--- config.mk ---
export PLATFORM = sky130hd
export DESIGN_NAME = lssp_cfg_regs
export DESIGN_NICKNAME = d
export VERILOG_FILES = /design/src/rtl/led_strip_sweep_pattern_core_defines.svh /design/src/rtl/lssp_pkg.sv /design/src/rtl/lssp_cfg_regs.sv
export SDC_FILE = /design/constraint.sdc
export NUM_CORES = 1
export LEC_CHECK = 0
export ABC_AREA = 0
export BUFFER_PORTS_ARGS = -buffer_cell sky130_fd_sc_hd__buf_4
export CAP_MARGIN = 40
export CORE_ASPECT_RATIO = 0.5
export CORE_MARGIN = 4
export CORE_UTILIZATION = 47
export DETAILED_ROUTE_END_ITERATION = 6
export PLACE_DENSITY_LB_ADDON = 0.25
export SETUP_SLACK_MARGIN = 0.1
export SYNTH_ARGS = -nofsm -noshare
export SYNTH_HDL_FRONTEND = slang
export SYNTH_SLANG_ARGS = --single-unit
--- constraint.sdc ---
create_clock -name i_clk -period 1.1 [get_ports i_clk]
set_input_delay 0.11 -clock i_clk [delete_from_list [all_inputs] [get_ports i_clk]]
set_output_delay 0.11 -clock i_clk [all_outputs]
set_load 0.02 [all_outputs]
--- src/rtl/led_strip_sweep_pattern_core_defines.svh ---
// assertion macros for the sweep pattern core
`ifndef LED_STRIP_SWEEP_PATTERN_CORE_DEFINES_SVH
`define LED_STRIP_SWEEP_PATTERN_CORE_DEFINES_SVH

`ifndef NO_ASSERTIONS

// antecedent implies consequent in the same cycle
`define LSSP_ASSERT_IMPLY(name, clk, rst_n, ante, cons) \
    name: assert property (@(posedge clk) disable iff (!rst_n) (ante) |-> (cons)) \
        else $error("lssp: same-cycle check failed");

// antecedent implies consequent in the next cycle
`define LSSP_ASSERT_NEXT(name, clk, rst_n, ante, cons) \
    name: assert property (@(posedge clk) disable iff (!rst_n) (ante) |=> (cons)) \
        else $error("lssp: next-cycle check failed");

`else

`define LSSP_ASSERT_IMPLY(name, clk, rst_n, ante, cons)
`define LSSP_ASSERT_NEXT(name, clk, rst_n, ante, cons)

`endif

`endif

--- src/rtl/lssp_pkg.sv ---
package lssp_pkg;

    // strip and level limits
    localparam int MAX_PIXELS = 64;
    localparam logic [7:0] FULL_LEVEL = 8'd255;
    localparam logic [7:0] RAMP_SPAN = FULL_LEVEL - 8'd1;

    // field widths
    localparam int LEN_W     = 7;
    localparam int FADE_W    = 6;
    localparam int SPEED_W   = 16;
    localparam int COOL_W    = 20;
    localparam int ELAPSED_W = 10;
    localparam int INDEX_W   = 6;
    localparam int LEVEL_W   = 8;
    localparam int POS_W     = 28;
    localparam int POS_FRAC  = 18;
    localparam int HEAD_W    = POS_W - POS_FRAC;
    localparam int CLOCK_W   = 21;
    localparam int STEP_W    = SPEED_W + ELAPSED_W;
    localparam int CMP_W     = 12;

    // ramp division by reciprocal: numerator below 2^14, reciprocal ceil(2^20 / fade)
    localparam int NUM_W      = 14;
    localparam int RECIP_SH   = 20;
    localparam int RECIP_W    = RECIP_SH + 1;
    localparam int DIV_CNT_W  = 5;
    localparam int PROD_W     = NUM_W + RECIP_W;

    // configuration port
    localparam int CFG_IDX_W  = 2;
    localparam int CFG_DATA_W = 20;

    typedef enum logic [CFG_IDX_W-1:0] {
        CFG_STRIP_LENGTH = 2'd0,
        CFG_FADE_SIZE    = 2'd1,
        CFG_SWEEP_SPEED  = 2'd2,
        CFG_COOL_DOWN    = 2'd3
    } t_cfg_idx;

    localparam logic [LEN_W-1:0]   RST_STRIP_LENGTH = 7'd64;
    localparam logic [FADE_W-1:0]  RST_FADE_SIZE    = 6'd8;
    localparam logic [SPEED_W-1:0] RST_SWEEP_SPEED  = 16'd2560;
    localparam logic [COOL_W-1:0]  RST_COOL_DOWN    = 20'd2048;

    typedef struct packed {
        logic [LEN_W-1:0]   strip_length;
        logic [FADE_W-1:0]  fade_size;
        logic [SPEED_W-1:0] sweep_speed;
        logic [COOL_W-1:0]  cool_down;
    } t_cfg;

    // controller states
    typedef enum logic [2:0] {
        S_IDLE,
        S_WAIT,
        S_DIV,
        S_LOAD,
        S_PIXELS,
        S_UPDATE
    } t_state;

    // pixel region select
    typedef enum logic [1:0] {
        SEL_ZERO,
        SEL_FULL,
        SEL_DOWN,
        SEL_UP
    } t_sel;

    typedef struct packed {
        logic take;
        logic wait_upd;
        logic div_step;
        logic load;
        logic issue;
        logic pos_upd;
    } t_cmd;

    typedef struct packed {
        logic is_wait;
        logic div_last;
        logic stage_busy;
        logic can_issue;
        logic pix_last;
        logic len_zero;
    } t_status;

endpackage

--- src/rtl/lssp_cfg_regs.sv ---
module lssp_cfg_regs
    import lssp_pkg::*;
(
    input  logic                  i_clk,
    input  logic                  i_rst_n,
    input  logic                  i_cfg_valid,
    input  logic [CFG_IDX_W-1:0]  i_cfg_index,
    input  logic [CFG_DATA_W-1:0] i_cfg_data,
    output logic                  o_cfg_ready,
    output t_cfg                  o_cfg
);

    t_cfg r_cfg;

    // writes are never stalled, held off during reset
    assign o_cfg_ready = i_rst_n;
    assign o_cfg = r_cfg;

    // register file
    always_ff @(posedge i_clk) begin
        if (!i_rst_n) begin
            r_cfg.strip_length <= RST_STRIP_LENGTH;
            r_cfg.fade_size    <= RST_FADE_SIZE;
            r_cfg.sweep_speed  <= RST_SWEEP_SPEED;
            r_cfg.cool_down    <= RST_COOL_DOWN;
        end else if (i_cfg_valid) begin
            unique case (t_cfg_idx'(i_cfg_index))
                CFG_STRIP_LENGTH: r_cfg.strip_length <= i_cfg_data[LEN_W-1:0];
                CFG_FADE_SIZE:    r_cfg.fade_size    <= i_cfg_data[FADE_W-1:0];
                CFG_SWEEP_SPEED:  r_cfg.sweep_speed  <= i_cfg_data[SPEED_W-1:0];
                CFG_COOL_DOWN:    r_cfg.cool_down    <= i_cfg_data[COOL_W-1:0];
                default: begin
                end
            endcase
        end
    end

endmodule

==> flow_summary_export.csv <==
group,metric,value,unit
status,status,"finished, final reports clean",
route,wirelength,4180,um
clocking,cts_hold_buf,0,
flow_run,maxCapViolCount,0,
timing,slew_violations,0,
timing,finClkSkew,0,ps
clocking,cts_tree,"done",
die,die_w,96.9,um
synthesis,synthesis.nets,212,
die,num_rows,15,
timing,clock.fmax,1090,MHz
synthesis,syn_area_per_cell,9.94,sq um
global_route,grt_max_degree,27,
route,via_per_inst,4.80,
timing,rsz0062_at_grt,"false",
timing,setup-tns-final,0,ps
critical_path,crit_slowest_cell,"dfxtp_1",
critical_path,reg2regPathDepth,1,
route,vias,1518,
worst_hold_path,hp-class,"in -> reg",
die,dieArea,5080,sq um
critical_path,critPathCaptureType,"output port",
route,detail_route.first_pass.iterations,4,
final_layout,antennaDiodeCount,0,
clocking,cts_setup_buffers,0,
worst_hold_path,hold-path-cell-count,3,
placed_design,place.gp.congestion,0.742,
die,ios,75,
critical_path,r2r_slack,390,ps
final_layout,area_growth_syn_to_layout,40.1,%
final_layout,final_cells,316,
critical_path,cp.arrival,800,ps
clocking,cts_resized,0,
timing,hold_violations,0,
clocking,cts_buffers,5,
global_route,antenna_found_initial,0,
critical_path,cpLargestDelayFamily,"flip-flops",
final_layout,postLayoutCoreUtil,0.718,
route,post-route-drc-count,0,
worst_hold_path,min_from,"i_cfg_data[18]",
global_route,grt_pass1_vias,1440,
synthesis,syn_area,1860,sq um
critical_path,critPathMaxStageDelay,360,ps
synthesis,ys.warnings.count,0,
die,core,3620,sq um
final_layout,layout.nets,289,
synthesis,yosys-top-cells-area,"dfxtp_1 53%, mux2i_1 25%, nand2_1 13%",
clocking,cts.path.max_buffers,2,
clocking,clock-sinks,49,
critical_path,crit_chain,"buf_4",
synthesis,ys_ff_latch,49,
critical_path,setup.worst_path.class,"reg -> out",
pwr,p_leak,1.33,nW
route,detail_route.iter0.violations,30,
synthesis,synth_top_area_share,0.528,
synthesis,syn_inst,187,
clocking,cts_max_level,2,
die,fp.dieH,52.5,um
critical_path,path_max_fanout,2,
synthesis,ys_types,17,
clocking,root_buffer,"clkbuf_8",
timing,worst_pin_slew,241,ps
pwr,cellPowerDensity,1290,nW/um^2
global_route,grt_pass1_wl,6800,um
worst_hold_path,hold_path_end,"o_cfg[18]$_SDFFE_PN0P_",
route,wire_per_inst,13.2,um
placed_design,hpwl,3160,um
final_layout,largest_register_ffs,49,
placed_design,dpl.cell_count,308,
die,start_util,0.513,
timing,fin_crit,914,ps
final_layout,final_cell_mix,"81 x buf_4, 63 x nand2_1, 49 x dfxtp_1",
pwr,vdd_ir_drop_max,0.683,mV
critical_path,cp-start-kind,"flip-flop",
global_route,overflow,0,
final_layout,final_layout_size_suffix_gt1_frac,0.343,
timing,finalSetupViolCount,0,
timing,max_slew_margin,0.837,
pwr,finalPower,3.36,mW
timing,finalCritPeriodShare,0.831,
final_layout,final_common_cell,"buf_4",
global_route,track_usage,0.171,
synthesis,ys_seq_area_frac,0.528,
critical_path,r2r-end,"o_cfg[48]$_SDFFE_PN1P_",
route,ant_nets,0,
clocking,clock_latency,290,ps
critical_path,critPathBufInv,1,
synthesis,yosysTopAreaCell,"dfxtp_1",
clocking,cts.clk_slew.worst_paths,80,ps
critical_path,r2r_start,"o_cfg[48]$_SDFFE_PN1P_",
placed_design,port_buffers,74,
critical_path,crit_required,990,ps
layer usage:
layer	vias to the layer above	routed length [um]	GRT usage
li1	762	-	-
met1	698	1800	0.191
met2	49	2030	0.300
met3	9	261	0.0637
met4	0	82	0.0746
met5	-	0	0
synth_stat cells (all sizes together):
| library cell | count |
|---|---|
| o211ai | 1 |
| nand3b | 1 |
| nor4bb | 1 |
| nand4b | 1 |
| a211o | 2 |
| nor2b | 3 |
| inv | 2 |
| buf | 8 |
| and3b | 1 |
| clkbuf | 6 |
| nand3 | 1 |
| nand2 | 63 |
| mux2i | 46 |
| or3b | 1 |
| and4b | 1 |
| dfxtp | 49 |
cell type report:
class,instances,area (sq um)
clock buffer,6,72.6
clock inverter,2,10.0
fill,281,1020
inverter,2,7.51
multi-input combinational,122,800
sequential,49,981
tap,51,63.8
timing repair buffer,84,668
power by group:
group	total, mW	internal [mW]	leakage, nW	switching [mW]
Clock	1.00	0.441	0.0450	0.560
Sequential	1.87	1.84	0.399	0.0342
Combinational	0.483	0.235	0.882	0.248
worst max path at each step:
stage	startpoint	end	slack, ps	depth (start not counted)
floorplan	i_cfg_index[0]	o_cfg[48]$_SDFFE_PN1P_	110	3
finish	o_cfg[45]$_SDFFE_PN0P_	o_cfg[45]	190	1
CTS	o_cfg[42]$_SDFFE_PN0P_	o_cfg[42]	180	1
detailed placement	i_cfg_index[0]	o_cfg[42]$_SDFFE_PN0P_	30	4
global route	o_cfg[43]$_SDFFE_PN0P_	o_cfg[43]	140	1
global placement	i_cfg_index[0]	o_cfg[43]$_SDFFE_PN0P_	50	4
through the flow:
| stage | setup WS, ps | instance area (sq um) | hold WS (ps) |
|---|---|---|---|
| 2_1_floorplan | 113 | 1860 | 249 |
| 3_3_place_gp | 51.0 | 2520 | 364 |
| 3_5_place_dp | 27.7 | 2520 | 375 |
| 4_1_cts | 176 | 2600 | 55.1 |
| 5_1_grt | 136 | 2600 | 58.7 |
| 6_report | 186 | 2600 | 65.1 |
logic make-up (layout without fill, tap and decap cells):
kind of cell	after synthesis	after routing	synth area share
compound gates	3	3	0.0135
flops	49	49	0.528
simple gates	73	73	0.169
mux	46	46	0.248
buf+inv	16	94	0.0417
(Power assumes the default switching activity.)
