### src/rtl/led_strip_sweep_pattern_core_defines.svh
// assertion macros for the sweep pattern core
`ifndef LED_STRIP_SWEEP_PATTERN_CORE_DEFINES_SVH
`define LED_STRIP_SWEEP_PATTERN_CORE_DEFINES_SVH

`ifndef NO_ASSERTIONS

// antecedent implies consequent in the same cycle
`define LSSP_ASSERT_IMPLY(name, clk, rst_n, ante, cons) \
    name: assert property (@(posedge clk) disable iff (!rst_n) (ante) |-> (cons)) \
        else $error("lssp: same-cycle check failed");

// antecedent implies consequent in the next cycle
`define LSSP_ASSERT_NEXT(name, clk, rst_n, ante, cons) \
    name: assert property (@(posedge clk) disable iff (!rst_n) (ante) |=> (cons)) \
        else $error("lssp: next-cycle check failed");

`else

`define LSSP_ASSERT_IMPLY(name, clk, rst_n, ante, cons)
`define LSSP_ASSERT_NEXT(name, clk, rst_n, ante, cons)

`endif

`endif

### src/rtl/lssp_pkg.sv
package lssp_pkg;

    // strip and level limits
    localparam int MAX_PIXELS = 64;
    localparam logic [7:0] FULL_LEVEL = 8'd255;
    localparam logic [7:0] RAMP_SPAN = FULL_LEVEL - 8'd1;

    // field widths
    localparam int LEN_W     = 7;
    localparam int FADE_W    = 6;
    localparam int SPEED_W   = 16;
    localparam int COOL_W    = 20;
    localparam int ELAPSED_W = 10;
    localparam int INDEX_W   = 6;
    localparam int LEVEL_W   = 8;
    localparam int POS_W     = 28;
    localparam int POS_FRAC  = 18;
    localparam int HEAD_W    = POS_W - POS_FRAC;
    localparam int CLOCK_W   = 21;
    localparam int STEP_W    = SPEED_W + ELAPSED_W;
    localparam int CMP_W     = 12;

    // ramp division by reciprocal: numerator below 2^14, reciprocal ceil(2^20 / fade)
    localparam int NUM_W      = 14;
    localparam int RECIP_SH   = 20;
    localparam int RECIP_W    = RECIP_SH + 1;
    localparam int DIV_CNT_W  = 5;
    localparam int PROD_W     = NUM_W + RECIP_W;

    // configuration port
    localparam int CFG_IDX_W  = 2;
    localparam int CFG_DATA_W = 20;

    typedef enum logic [CFG_IDX_W-1:0] {
        CFG_STRIP_LENGTH = 2'd0,
        CFG_FADE_SIZE    = 2'd1,
        CFG_SWEEP_SPEED  = 2'd2,
        CFG_COOL_DOWN    = 2'd3
    } t_cfg_idx;

    localparam logic [LEN_W-1:0]   RST_STRIP_LENGTH = 7'd64;
    localparam logic [FADE_W-1:0]  RST_FADE_SIZE    = 6'd8;
    localparam logic [SPEED_W-1:0] RST_SWEEP_SPEED  = 16'd2560;
    localparam logic [COOL_W-1:0]  RST_COOL_DOWN    = 20'd2048;

    typedef struct packed {
        logic [LEN_W-1:0]   strip_length;
        logic [FADE_W-1:0]  fade_size;
        logic [SPEED_W-1:0] sweep_speed;
        logic [COOL_W-1:0]  cool_down;
    } t_cfg;

    // controller states
    typedef enum logic [2:0] {
        S_IDLE,
        S_WAIT,
        S_DIV,
        S_LOAD,
        S_PIXELS,
        S_UPDATE
    } t_state;

    // pixel region select
    typedef enum logic [1:0] {
        SEL_ZERO,
        SEL_FULL,
        SEL_DOWN,
        SEL_UP
    } t_sel;

    typedef struct packed {
        logic take;
        logic wait_upd;
        logic div_step;
        logic load;
        logic issue;
        logic pos_upd;
    } t_cmd;

    typedef struct packed {
        logic is_wait;
        logic div_last;
        logic stage_busy;
        logic can_issue;
        logic pix_last;
        logic len_zero;
    } t_status;

endpackage

### src/rtl/lssp_ctrl.sv
module lssp_ctrl
    import lssp_pkg::*;
(
    input  logic    i_clk,
    input  logic    i_rst_n,
    input  logic    i_tick_valid,
    output logic    o_tick_ready,
    input  t_status i_status,
    output t_cmd    o_cmd
);

    t_state r_state;
    t_state n_state;

    always_ff @(posedge i_clk) begin
        if (!i_rst_n) begin
            r_state <= S_IDLE;
        end else begin
            r_state <= n_state;
        end
    end

    // next state
    always_comb begin
        n_state = r_state;
        unique case (r_state)
            S_IDLE: begin
                if (i_tick_valid) begin
                    n_state = i_status.is_wait ? S_WAIT : S_DIV;
                end
            end
            S_WAIT: begin
                n_state = S_IDLE;
            end
            S_DIV: begin
                if (i_status.div_last) begin
                    n_state = S_LOAD;
                end
            end
            S_LOAD: begin
                if (!i_status.stage_busy) begin
                    n_state = i_status.len_zero ? S_UPDATE : S_PIXELS;
                end
            end
            S_PIXELS: begin
                if (i_status.can_issue && i_status.pix_last) begin
                    n_state = S_UPDATE;
                end
            end
            S_UPDATE: begin
                n_state = S_IDLE;
            end
            default: begin
                n_state = S_IDLE;
            end
        endcase
    end

    // outputs, no tick taken while reset is held
    always_comb begin
        o_cmd = '0;
        o_tick_ready = 1'b0;
        unique case (r_state)
            S_IDLE: begin
                o_tick_ready = i_rst_n;
                o_cmd.take = i_tick_valid && i_rst_n;
            end
            S_WAIT: begin
                o_cmd.wait_upd = 1'b1;
            end
            S_DIV: begin
                o_cmd.div_step = 1'b1;
            end
            S_LOAD: begin
                o_cmd.load = !i_status.stage_busy;
            end
            S_PIXELS: begin
                o_cmd.issue = i_status.can_issue;
            end
            S_UPDATE: begin
                o_cmd.pos_upd = 1'b1;
            end
            default: begin
            end
        endcase
    end

endmodule

### config.mk
export PLATFORM = sky130hd
export DESIGN_NAME = lssp_ctrl
export DESIGN_NICKNAME = d
export VERILOG_FILES = /design/src/rtl/led_strip_sweep_pattern_core_defines.svh /design/src/rtl/lssp_pkg.sv /design/src/rtl/lssp_ctrl.sv
export SDC_FILE = /design/constraint.sdc
export NUM_CORES = 1
export LEC_CHECK = 0
export BUFFER_PORTS_ARGS = -buffer_cell sky130_fd_sc_hd__buf_4
export CAP_MARGIN = 20
export CELL_PAD_IN_SITES_DETAIL_PLACEMENT = 1
export CELL_PAD_IN_SITES_GLOBAL_PLACEMENT = 1
export CORE_AREA = 2 2 39 41
export DETAILED_ROUTE_END_ITERATION = 8
export DIE_AREA = 0 0 41 43
export GPL_TIMING_DRIVEN = 0
export PLACE_DENSITY_LB_ADDON = 0.05
export SLEW_MARGIN = 20
export SYNTH_ARGS = -nofsm -noshare
export SYNTH_HDL_FRONTEND = slang
export SYNTH_SLANG_ARGS = --single-unit
export TNS_END_PERCENT = 10
### constraint.sdc
create_clock -name i_clk -period 1 [get_ports i_clk]
set_clock_uncertainty 0.05 [all_clocks]
set_input_delay 0.1 -clock i_clk [delete_from_list [all_inputs] [get_ports i_clk]]
set_output_delay 0.1 -clock i_clk [all_outputs]
set_load 0.01 [all_outputs]
==> results.sh <==
export IMPL_post_drt_wl_per_cell_um=12.5
export IMPL_antenna_cells=0
export IMPL_period_share=1.28
export IMPL_synth_area_per_cell_um2=7.66
export IMPL_grt_pass1_wl_mm=1.58
export IMPL_synth_adder_area_share=0
export IMPL_drive_gt1_frac=0.708
export IMPL_synth_edf_count=0
export IMPL_dp_hpwl_um=676
export IMPL_ios=16
export IMPL_synthSimpleGateAreaFrac=0.486
export IMPL_port_buffers=15
export IMPL_max_clock_path_buffers=2
export IMPL_finalWorstSetupSlack_ns=-0.282
export IMPL_p_leak_uw=0.000247
export IMPL_largest_reg_flops=3
export IMPL_synth_compound_area_share=0.184
export IMPL_final_nets=75
export IMPL_layout_commonest_cell="buf_4"
export IMPL_ant_nets=0
export IMPL_fp_dieH_um=43
export IMPL_synth_top_family_by_area="simple AND/OR/NAND/NOR gates"
export IMPL_clkLatencyLatePin_ns=0.23
export IMPL_ys_dominant_reg_cell="dfxtp_1"
export IMPL_cts_sinks=3
export IMPL_drt_iter0_markers=5
export IMPL_place_congestion=0.657
export IMPL_cts_made_buffers=3
export IMPL_synthDominantCellAreaShare=0.196
export IMPL_end_kind="primary output"
export IMPL_path_clk_slew_ns=0.03
export IMPL_endpoint="o_cmd[5]"
export IMPL_outcome="finished, violations left"
export IMPL_first_global_vias=384
export IMPL_synth_xor_area_share=0
export IMPL_first_pass_iters=4
export IMPL_yosysSeqAreaShare=0.196
export IMPL_syn2layout_area_growth_pct=87.8
export IMPL_reg_top3="r_state (3)"
export IMPL_setup_violations=10
export IMPL_relSlewSlack=0.845
export IMPL_yosysWarnings=0
export IMPL_die_w_um=41
export IMPL_path_class="flip-flop to primary output"
export IMPL_r2r_start="r_state[0]$_SDFFE_PN0P_"
export IMPL_period_minus_slack_ns=1.28
export IMPL_finalMaxSlewViolations=0
export IMPL_cp_startpoint="r_state[0]$_SDFFE_PN0P_"
export IMPL_core_um2=1380
export IMPL_synth_seq_cells=3
export IMPL_start_util=0.222
export IMPL_wl_mm=1.01
export IMPL_cp_start_kind="flip-flop"
export IMPL_power_density_nw_per_um2=1590
export IMPL_finalSetupTns_ns=-2.27
export IMPL_cp_arrival_ns=1.13
export IMPL_reg2reg_depth=5
export IMPL_antenna_found_initial=0
export IMPL_hp_class="input port to flip-flop"
export IMPL_place_ws_ns=-0.186
export IMPL_violations="setup timing"
export IMPL_synthArstFlopShare=0
export IMPL_layout_common_cells="20 x buf_4, 6 x nand2_1"
export IMPL_maxCapViolCount=0
export IMPL_r2r_end="r_state[0]$_SDFFE_PN0P_"
export IMPL_syn_area_um2=307
export IMPL_top_register="r_state"
export IMPL_grt_use_total=0.130
export IMPL_muxShareOfSynthArea=0.0327
export IMPL_via_count=384
export IMPL_drc=0
export IMPL_netlist_instances=40
export IMPL_path_max_fanout=7
export IMPL_htree_levels=1
export IMPL_reg2reg_slack_ns=-0.24
export IMPL_tightest_slew_ns=0.232
export IMPL_cts_tree="built"
export IMPL_syn_num_nets=49
export IMPL_synth_top_area_cell="dfxtp_1"
export IMPL_rsz0062_at_grt="yes"
export IMPL_vias_per_cell=4.74
export IMPL_hold_viol_final=0
export IMPL_worst_ir_drop_vdd_v=0.000899
export IMPL_synthDistinctLibCells=20
export IMPL_grt_overflow=0
export IMPL_fmax_ghz=0.780
export IMPL_die_area_um2=1760
export IMPL_grt_start_max_net_pins=11
export IMPL_ys_top_cells_by_area="dfxtp_1 20%, nand2b_4 9.0%, nand2_1 8.6%, buf_6 7.3%, nor2_1 6.1%"
export IMPL_required_ns=0.85
export IMPL_root_buffer="clkbuf_4"
export IMPL_row_count=14
critical path, cell delays in order (launching register included):
cell	delay, ns
dfxtp_4	0.37
nor2_4	0.12
nand2_2	0.08
nor2_4	0.09
and2_4	0.15
buf_6	0.09
area by class of cell:
class	instances	area (um^2)
sequential	3	66.3
tap	16	20.0
fill	163	808
timing repair buffer	23	193
buffer	1	11.3
clock buffer	4	26.3
inverter	1	3.75
multi-input combinational	33	255
report_power, final:
group          switching [uW]  total (uW)  internal [uW]
registers                44.3         193            148
clock network            61.6         211            149
logic                     219         513            294
total                     325         917            592
Yosys cell counts (2+ instances only):
cell / number
a21oi_1: 3
nor3b_1: 2
nand2b_4: 2
nor2_1: 5
buf_6: 2
nand2_1: 7
nor3_1: 3
dfxtp_1: 3
nand3_1: 2
per-layer routing:
layer	track usage	routed length, um	vias to the layer above
met1	0.147	367	184
li1	-	-	187
met3	0.0628	69	0
met4	0.0400	0	0
met5	0	0	-
met2	0.206	577	13
worst min path at each step:
stage,from,slack [ns],depth (start not counted),to
detailed placement,i_rst_n,0.35,2,r_state[1]$_SDFFE_PN0P_
global placement,i_rst_n,0.35,2,r_state[1]$_SDFFE_PN0P_
floorplan,i_rst_n,0.20,1,r_state[1]$_SDFFE_PN0P_
finish,i_rst_n,0.11,2,r_state[1]$_SDFFE_PN0P_
CTS,i_rst_n,0.11,2,r_state[1]$_SDFFE_PN0P_
global route,i_rst_n,0.1,2,r_state[1]$_SDFFE_PN0P_
per-stage QoR:
step	instances	instance area (um^2)	total power, uW	hold WS, ns	utilization
after floorplan	40	309	431	0.197	-
after global placement	71	442	547	0.347	0.319
after detailed placement	71	442	555	0.354	0.319
after CTS	80	561	902	0.107	0.405
after global routing	81	576	984	0.0963	0.416
final	81	576	917	0.109	0.416
what timing repair did:
action,CTS,global route
cloned,0,0
hold buffers,0,0
setup buffers,5,3
setup endpoints to repair,10,10
pin swaps,5,4
gates resized for setup,14,4
cells by family after synthesis:
logic type,Yosys count
simple gates,25
compound gates,7
buf+inv,4
flops,3
mux,1
No activity file was read; power rests on OpenSTA's default activity.
