## config.mk

```make
export PLATFORM = sky130hd
export DESIGN_NAME = lssp_datapath
export DESIGN_NICKNAME = d
export VERILOG_FILES = /design/src/rtl/lssp_pkg.sv /design/src/rtl/lssp_datapath.sv
export VERILOG_INCLUDE_DIRS = /design/src /design/src/rtl
export SDC_FILE = /design/constraint.sdc
export NUM_CORES = 1
export LEC_CHECK = 0
export ABC_CLOCK_PERIOD_IN_PS = 11250
export BUFFER_PORTS_ARGS = -buffer_cell sky130_fd_sc_hd__buf_2
export CAP_MARGIN = 25
export CELL_PAD_IN_SITES_DETAIL_PLACEMENT = 1
export CELL_PAD_IN_SITES_GLOBAL_PLACEMENT = 2
export CORE_ASPECT_RATIO = 0.6
export CORE_MARGIN = 10
export CORE_UTILIZATION = 30
export DETAILED_ROUTE_END_ITERATION = 8
export PLACE_DENSITY_LB_ADDON = 0.25
export SETUP_SLACK_MARGIN = 0.5
export SLEW_MARGIN = 10
export SYNTH_ARGS = -nofsm -noshare
export SYNTH_HDL_FRONTEND = slang
export SYNTH_SLANG_ARGS = --single-unit
```

## constraint.sdc

```tcl
create_clock -name i_clk -period 11.25 [get_ports i_clk]
set_input_delay 1.6875 -clock i_clk [delete_from_list [all_inputs] [get_ports i_clk]]
set_output_delay 1.6875 -clock i_clk [all_outputs]
set_load 0.01 [all_outputs]
```

## src/rtl/led_strip_sweep_pattern_core_defines.svh

```systemverilog
// assertion macros for the sweep pattern core
`ifndef LED_STRIP_SWEEP_PATTERN_CORE_DEFINES_SVH
`define LED_STRIP_SWEEP_PATTERN_CORE_DEFINES_SVH

`ifndef NO_ASSERTIONS

// antecedent implies consequent in the same cycle
`define LSSP_ASSERT_IMPLY(name, clk, rst_n, ante, cons) \
    name: assert property (@(posedge clk) disable iff (!rst_n) (ante) |-> (cons)) \
        else $error("lssp: same-cycle check failed");

// antecedent implies consequent in the next cycle
`define LSSP_ASSERT_NEXT(name, clk, rst_n, ante, cons) \
    name: assert property (@(posedge clk) disable iff (!rst_n) (ante) |=> (cons)) \
        else $error("lssp: next-cycle check failed");

`else

`define LSSP_ASSERT_IMPLY(name, clk, rst_n, ante, cons)
`define LSSP_ASSERT_NEXT(name, clk, rst_n, ante, cons)

`endif

`endif

```

## src/rtl/lssp_pkg.sv

```systemverilog
package lssp_pkg;

    // strip and level limits
    localparam int MAX_PIXELS = 64;
    localparam logic [7:0] FULL_LEVEL = 8'd255;
    localparam logic [7:0] RAMP_SPAN = FULL_LEVEL - 8'd1;

    // field widths
    localparam int LEN_W     = 7;
    localparam int FADE_W    = 6;
    localparam int SPEED_W   = 16;
    localparam int COOL_W    = 20;
    localparam int ELAPSED_W = 10;
    localparam int INDEX_W   = 6;
    localparam int LEVEL_W   = 8;
    localparam int POS_W     = 28;
    localparam int POS_FRAC  = 18;
    localparam int HEAD_W    = POS_W - POS_FRAC;
    localparam int CLOCK_W   = 21;
    localparam int STEP_W    = SPEED_W + ELAPSED_W;
    localparam int CMP_W     = 12;

    // ramp division by reciprocal: numerator below 2^14, reciprocal ceil(2^20 / fade)
    localparam int NUM_W      = 14;
    localparam int RECIP_SH   = 20;
    localparam int RECIP_W    = RECIP_SH + 1;
    localparam int DIV_CNT_W  = 5;
    localparam int PROD_W     = NUM_W + RECIP_W;

    // configuration port
    localparam int CFG_IDX_W  = 2;
    localparam int CFG_DATA_W = 20;

    typedef enum logic [CFG_IDX_W-1:0] {
        CFG_STRIP_LENGTH = 2'd0,
        CFG_FADE_SIZE    = 2'd1,
        CFG_SWEEP_SPEED  = 2'd2,
        CFG_COOL_DOWN    = 2'd3
    } t_cfg_idx;

    localparam logic [LEN_W-1:0]   RST_STRIP_LENGTH = 7'd64;
    localparam logic [FADE_W-1:0]  RST_FADE_SIZE    = 6'd8;
    localparam logic [SPEED_W-1:0] RST_SWEEP_SPEED  = 16'd2560;
    localparam logic [COOL_W-1:0]  RST_COOL_DOWN    = 20'd2048;

    typedef struct packed {
        logic [LEN_W-1:0]   strip_length;
        logic [FADE_W-1:0]  fade_size;
        logic [SPEED_W-1:0] sweep_speed;
        logic [COOL_W-1:0]  cool_down;
    } t_cfg;

    // controller states
    typedef enum logic [2:0] {
        S_IDLE,
        S_WAIT,
        S_DIV,
        S_LOAD,
        S_PIXELS,
        S_UPDATE
    } t_state;

    // pixel region select
    typedef enum logic [1:0] {
        SEL_ZERO,
        SEL_FULL,
        SEL_DOWN,
        SEL_UP
    } t_sel;

    typedef struct packed {
        logic take;
        logic wait_upd;
        logic div_step;
        logic load;
        logic issue;
        logic pos_upd;
    } t_cmd;

    typedef struct packed {
        logic is_wait;
        logic div_last;
        logic stage_busy;
        logic can_issue;
        logic pix_last;
        logic len_zero;
    } t_status;

endpackage

```

## src/rtl/lssp_datapath.sv

```systemverilog
`include "led_strip_sweep_pattern_core_defines.svh"

module lssp_datapath
    import lssp_pkg::*;
(
    input  logic                 i_clk,
    input  logic                 i_rst_n,
    input  t_cfg                 i_cfg,
    input  logic [ELAPSED_W-1:0] i_elapsed_time,
    input  t_cmd                 i_cmd,
    output t_status              o_status,
    input  logic                 i_out_ready,
    output logic                 o_out_valid,
    output logic [INDEX_W-1:0]   o_pixel_index,
    output logic [LEVEL_W-1:0]   o_pixel_level,
    output logic                 o_last_pixel
);

    // tick state
    logic                 r_phase;
    logic [POS_W-1:0]     r_position;
    logic [CLOCK_W-1:0]   r_wait_clock;
    logic [ELAPSED_W-1:0] r_elapsed;
    logic [STEP_W-1:0]    r_step;

    // reciprocal divider
    logic [FADE_W-1:0]    r_div_rem;
    logic [RECIP_SH-1:0]  r_div_quo;
    logic [DIV_CNT_W-1:0] r_div_cnt;
    logic [RECIP_W-1:0]   r_recip;

    // pixel pipeline
    logic [INDEX_W-1:0] r_pix;
    logic               r_a_valid;
    t_sel               r_a_sel;
    logic [INDEX_W-1:0] r_a_index;
    logic               r_a_last;
    logic [NUM_W-1:0]   r_a_num;
    logic               r_b_valid;
    t_sel               r_b_sel;
    logic [INDEX_W-1:0] r_b_index;
    logic               r_b_last;
    logic [LEVEL_W-1:0] r_b_quo;
    logic               r_out_valid;
    logic [INDEX_W-1:0] r_out_index;
    logic [LEVEL_W-1:0] r_out_level;
    logic               r_out_last;

    logic [LEN_W-1:0]     eff_len;
    logic [INDEX_W-1:0]   last_index;
    logic                 pipe_en;
    logic                 pix_last;
    logic [FADE_W:0]      div_shift;
    logic                 div_ge;
    logic [FADE_W-1:0]    div_rem_nx;
    logic [CLOCK_W-1:0]   wait_sum;
    logic [POS_W-1:0]     pos_sum;
    logic [POS_W-1:0]     pos_limit;
    logic signed [CMP_W-1:0] pix_s;
    logic signed [CMP_W-1:0] head_s;
    logic signed [CMP_W-1:0] body_s;
    logic signed [CMP_W-1:0] tail_s;
    logic signed [CMP_W-1:0] black_s;
    logic signed [CMP_W-1:0] off_s;
    t_sel                 sel;
    logic [NUM_W-1:0]     num;
    logic [PROD_W-1:0]    prod;
    logic [LEVEL_W-1:0]   level;

    // effective strip length, saturated
    assign eff_len = (i_cfg.strip_length > LEN_W'(MAX_PIXELS))
                   ? LEN_W'(MAX_PIXELS) : i_cfg.strip_length;
    assign last_index = INDEX_W'(eff_len - LEN_W'(1));

    assign pipe_en  = !r_out_valid || i_out_ready;
    assign pix_last = (LEN_W'(r_pix) + LEN_W'(1)) == eff_len;

    assign o_status.is_wait    = r_phase;
    assign o_status.div_last   = r_div_cnt == DIV_CNT_W'(RECIP_SH - 1);
    assign o_status.stage_busy = r_a_valid;
    assign o_status.can_issue  = pipe_en;
    assign o_status.pix_last   = pix_last;
    assign o_status.len_zero   = eff_len == '0;

    // restoring division of all-ones by fade size, one quotient bit a cycle
    assign div_shift  = {r_div_rem, 1'b1};
    assign div_ge     = div_shift >= {1'b0, i_cfg.fade_size};
    assign div_rem_nx = div_ge ? FADE_W'(div_shift - {1'b0, i_cfg.fade_size})
                               : FADE_W'(div_shift);

    always_ff @(posedge i_clk) begin
        if (i_cmd.take) begin
            r_elapsed <= i_elapsed_time;
            r_div_rem <= '0;
            r_div_cnt <= '0;
        end else if (i_cmd.div_step) begin
            r_div_rem <= div_rem_nx;
            r_div_quo <= {r_div_quo[RECIP_SH-2:0], div_ge};
            r_div_cnt <= r_div_cnt + DIV_CNT_W'(1);
        end
        if (i_cmd.load) begin
            r_recip <= RECIP_W'(r_div_quo) + RECIP_W'(1);
            r_step  <= STEP_W'(i_cfg.sweep_speed) * STEP_W'(r_elapsed);
        end
    end

    // position and wait clock
    assign wait_sum  = r_wait_clock + CLOCK_W'(r_elapsed);
    assign pos_sum   = r_position + POS_W'(r_step);
    assign pos_limit = POS_W'({eff_len, 1'b0}) << POS_FRAC;

    always_ff @(posedge i_clk) begin
        if (!i_rst_n) begin
            r_phase      <= 1'b0;
            r_position   <= '0;
            r_wait_clock <= '0;
        end else if (i_cmd.wait_upd) begin
            r_wait_clock <= wait_sum;
            if (wait_sum >= CLOCK_W'(i_cfg.cool_down)) begin
                r_phase <= 1'b0;
            end
        end else if (i_cmd.pos_upd) begin
            if (pos_sum >= pos_limit) begin
                r_position   <= '0;
                r_wait_clock <= '0;
                r_phase      <= 1'b1;
            end else begin
                r_position <= pos_sum;
            end
        end
    end

    // pixel region from signed band edges
    assign pix_s   = $signed(CMP_W'(r_pix));
    assign head_s  = $signed(CMP_W'(r_position[POS_W-1:POS_FRAC]));
    assign body_s  = head_s - $signed(CMP_W'(i_cfg.fade_size));
    assign black_s = head_s - $signed(CMP_W'(eff_len));
    assign tail_s  = black_s + $signed(CMP_W'(i_cfg.fade_size));

    always_comb begin
        sel   = SEL_ZERO;
        off_s = '0;
        if (pix_s > head_s) begin
            sel = SEL_ZERO;
        end else if (pix_s > body_s) begin
            sel   = SEL_DOWN;
            off_s = pix_s - body_s;
        end else if (pix_s > tail_s) begin
            sel = SEL_FULL;
        end else if (pix_s > black_s) begin
            sel   = SEL_UP;
            off_s = pix_s - black_s;
        end
    end

    // ramp numerator: offset times span
    assign num = NUM_W'(off_s[FADE_W-1:0]) * NUM_W'(RAMP_SPAN);

    // stage a: pixel counter and region
    always_ff @(posedge i_clk) begin
        if (i_cmd.load) begin
            r_pix <= '0;
        end else if (i_cmd.issue) begin
            r_pix <= r_pix + INDEX_W'(1);
        end
        if (pipe_en && i_cmd.issue) begin
            r_a_sel   <= sel;
            r_a_index <= r_pix;
            r_a_last  <= pix_last;
            r_a_num   <= num;
        end
    end

    // stage b: quotient by reciprocal
    assign prod = PROD_W'(r_a_num) * PROD_W'(r_recip);

    always_ff @(posedge i_clk) begin
        if (pipe_en && r_a_valid) begin
            r_b_sel   <= r_a_sel;
            r_b_index <= r_a_index;
            r_b_last  <= r_a_last;
            r_b_quo   <= prod[RECIP_SH+LEVEL_W-1:RECIP_SH];
        end
    end

    // output level
    always_comb begin
        case (r_b_sel)
            SEL_FULL: level = FULL_LEVEL;
            SEL_DOWN: level = FULL_LEVEL - r_b_quo;
            SEL_UP:   level = r_b_quo + LEVEL_W'(1);
            default:  level = '0;
        endcase
    end

    always_ff @(posedge i_clk) begin
        if (pipe_en && r_b_valid) begin
            r_out_index <= r_b_index;
            r_out_level <= level;
            r_out_last  <= r_b_last;
        end
    end

    // pipeline valid bits
    always_ff @(posedge i_clk) begin
        if (!i_rst_n) begin
            r_a_valid   <= 1'b0;
            r_b_valid   <= 1'b0;
            r_out_valid <= 1'b0;
        end else if (pipe_en) begin
            r_a_valid   <= i_cmd.issue;
            r_b_valid   <= r_a_valid;
            r_out_valid <= r_b_valid;
        end
    end

    assign o_out_valid   = r_out_valid;
    assign o_pixel_index = r_out_index;
    assign o_pixel_level = r_out_level;
    assign o_last_pixel  = r_out_last;

    // checks
    `LSSP_ASSERT_IMPLY(a_wait_pos_clear, i_clk, i_rst_n, r_phase, r_position == '0)
    `LSSP_ASSERT_IMPLY(a_load_stage_empty, i_clk, i_rst_n, i_cmd.load, !r_a_valid)
    `LSSP_ASSERT_IMPLY(a_issue_moves, i_clk, i_rst_n, i_cmd.issue, pipe_en)
    `LSSP_ASSERT_IMPLY(a_last_index, i_clk, i_rst_n, r_out_valid && r_out_last,
        r_out_index == last_index)

endmodule

```

==> impl_metrics.yaml <==
global_route:
  grt_pass1_wl_mm: 113
  grt_remaining_overflow: 0
  track_usage_pct: 15.0
  antenna_found_initial: 0
  grt_pass1_vias: 19700
  grt_max_degree: 54
setup_path:
  path_buf_inv: 5
  worstSetupPathType: "primary input to flip-flop"
  worstPathRequired_ns: 11.55
  r2r-start: "r_position[18]$_SDFFE_PN0P_"
  crit_arrival_ns: 9.93
  start_kind: "primary input"
  cpPeakStageDelay_ns: 0.69
  critical_path.top_delay_family: "compound AO/OA/AOI/OAI gates"
  cp-end-kind: "flip-flop"
  crit_path_frequent_cell: "a21oi_1"
  cp_max_fo: 8
  cp_slowest_cell: "o31ai_1"
  setup.worst_path.start: "i_cfg[48]"
die:
  die_area_sq_um: 93400
  die_y_um: 241
  die_w_um: 388
  start_util_pct: 30.5
  pin_count: 90
  fp.coreArea_sq_um: 80000
  row_count: 80
final_layout:
  area_growth_pct: 9.51
  nets: 3234
  final_cells: 3683
  final_common_cell: "inv_1"
  final_cell_mix: "inv_1, nand2_1, fa_1"
  drive_gt1_share_pct: 5.89
  final_area_sq_um: 26700
  postLayoutCoreUtil_pct: 33.4
placed_design:
  dpl_cell_area_sq_um: 25900
  dp_cells: 3636
  dpl.hpwl_mm: 56.8
  gp_congestion: 0.810
  io_buffers: 89
worst_hold_path:
  hp-start: "r_b_last$_DFFE_PP_"
  hold_class: "flip-flop to flip-flop"
sta:
  max_freq_mhz: 104
  rsz0062_at_grt: "false"
  period_share_pct: 85.6
  min_period_ns: 9.63
  slew_violations: 0
  slew-limit-headroom_pct: 30.0
  setup_tns_ns: 0
  worstMarginPinSlew_ns: 1.05
  setup_viol: 0
  finClkSkew_ns: 0.0207
  hold_viol: 0
clock_network:
  cts_resized: 0
  cts_buffers: 24
  cts_buffer_depth: 3
  clkSlewWorstSetupHoldPaths_ns: 0.07
  cts_hold_buf: 0
  clock_latency_ns: 0.55
  h-tree-depth: 1
  cts_setup_buffers: 0
  clock-sinks: 201
  cts_tree: "done"
  clock-root-buffer: "clkbuf_16"
synthesis:
  ys_warn_count: 0
  syn_inst: 2560
  synth_flop_cell: "edfxtp_1"
  async_reset_ff_share_pct: 0
  synth_edf_count: 131
  synth_fp_nets: 3196
  yosys.cell_types.count: 72
  ys_seq_area_share_pct: 21.9
  synth_area_per_cell_sq_um: 9.52
  ys_ff_latch: 201
  syn-cell-area_sq_um: 24400
routing:
  first_pass_iters: 5
  vias_per_cell: 4.81
  avgRoutedWirePerCell_um: 18.9
  vias: 17700
  drtIter0Drc: 788
  wl_mm: 69.7
  drc_errors: 0
  ant_nets: 0
run:
  drv_cap: 0
run_status:
  status: "finished clean"
## registers in the layout, indices dropped and copies added (netlist names), 2 cells and up
register / flops
r_position: 28
r_a_num: 13
r_recip: 21
r_div_quo: 20
o_pixel_level: 8
r_elapsed: 10
o_pixel_index: 6
r_b_index: 6
r_a_index: 6
r_div_cnt: 5
r_div_rem: 6
r_a_sel: 2
r_b_quo: 8
r_wait_clock: 21
r_b_sel: 2
r_step: 26
r_pix: 6
## cell usage after synthesis (9+ instances only)
library cell  instances  share of area [%]
dfxtp_1              70                5.8
nand4_1              23               0.59
o31ai_1               9               0.28
and3_1               20               0.51
a21o_1               46                1.4
o211ai_1             14               0.43
nand2_1             340                5.2
xnor2_1             104                3.7
and2_1              172                4.4
inv_1               385                5.9
nor2b_1              30               0.77
fa_1                319                 26
o21a_1               24               0.74
a211oi_1             15               0.46
o21bai_1             11               0.34
nand2b_1             21               0.54
ha_1                249                 13
xor2_1               50                1.8
o21ai_0              59                1.2
a22o_1               29                1.0
clkbuf_1             80                1.2
nor2_1               90                1.4
nor3_1               20               0.41
nand3_1              31               0.64
a21oi_1              89                1.8
edfxtp_1            131                 16
## stage by stage
step	setup slack (ns)	hold slack (ns)
after floorplan	2.37	0.400
after global placement	1.38	0.405
after detailed placement	1.06	0.406
after CTS	1.65	0.422
after global routing	1.01	0.424
final	1.62	0.417
## final cells by class
type                            instances  area, sq um
Timing Repair Buffer                  103          569
Clock buffer                           32          672
Antenna cell                            1         2.50
Inverter                              386         1450
Sequential cell                       201         5340
Multi-Input combinational cell       1882        17200
Tap cell                             1066         1330
Fill cell                            9181        53300
Clock inverter                         12          103
## metal layers
metal	track usage (%)	wire, um
met5	0	0
met3	2.16	2490
met4	1.77	741
met2	21.3	27200
met1	24.0	39300
## final timing paths
path / to / slack, ns / depth (start not counted)
setup / recovery: r_a_num[13]$_DFFE_PP_ / 1.62 / 35
hold / removal: o_last_pixel$_DFFE_PP_ / 0.42 / 0
setup reg to reg: r_a_num[13]$_DFFE_PP_ / 2.71 / 34
hold reg to reg: o_last_pixel$_DFFE_PP_ / 0.42 / 0
## cell families after synthesis
group	count (synthesis)	share of synthesized area, %
muxes	8	0.329
adders and majority gates	568	39.0
xor gates and xnor gates	154	5.54
AOI/OAI and AO/OA	366	10.1
and+or+nand+nor	786	15.7
buffers and inverters	477	7.46
DFF	201	21.9
Power is left out: the tool's default activity adds up to more than one toggle a clock period on the data nets, which glitch-free logic cannot reach.
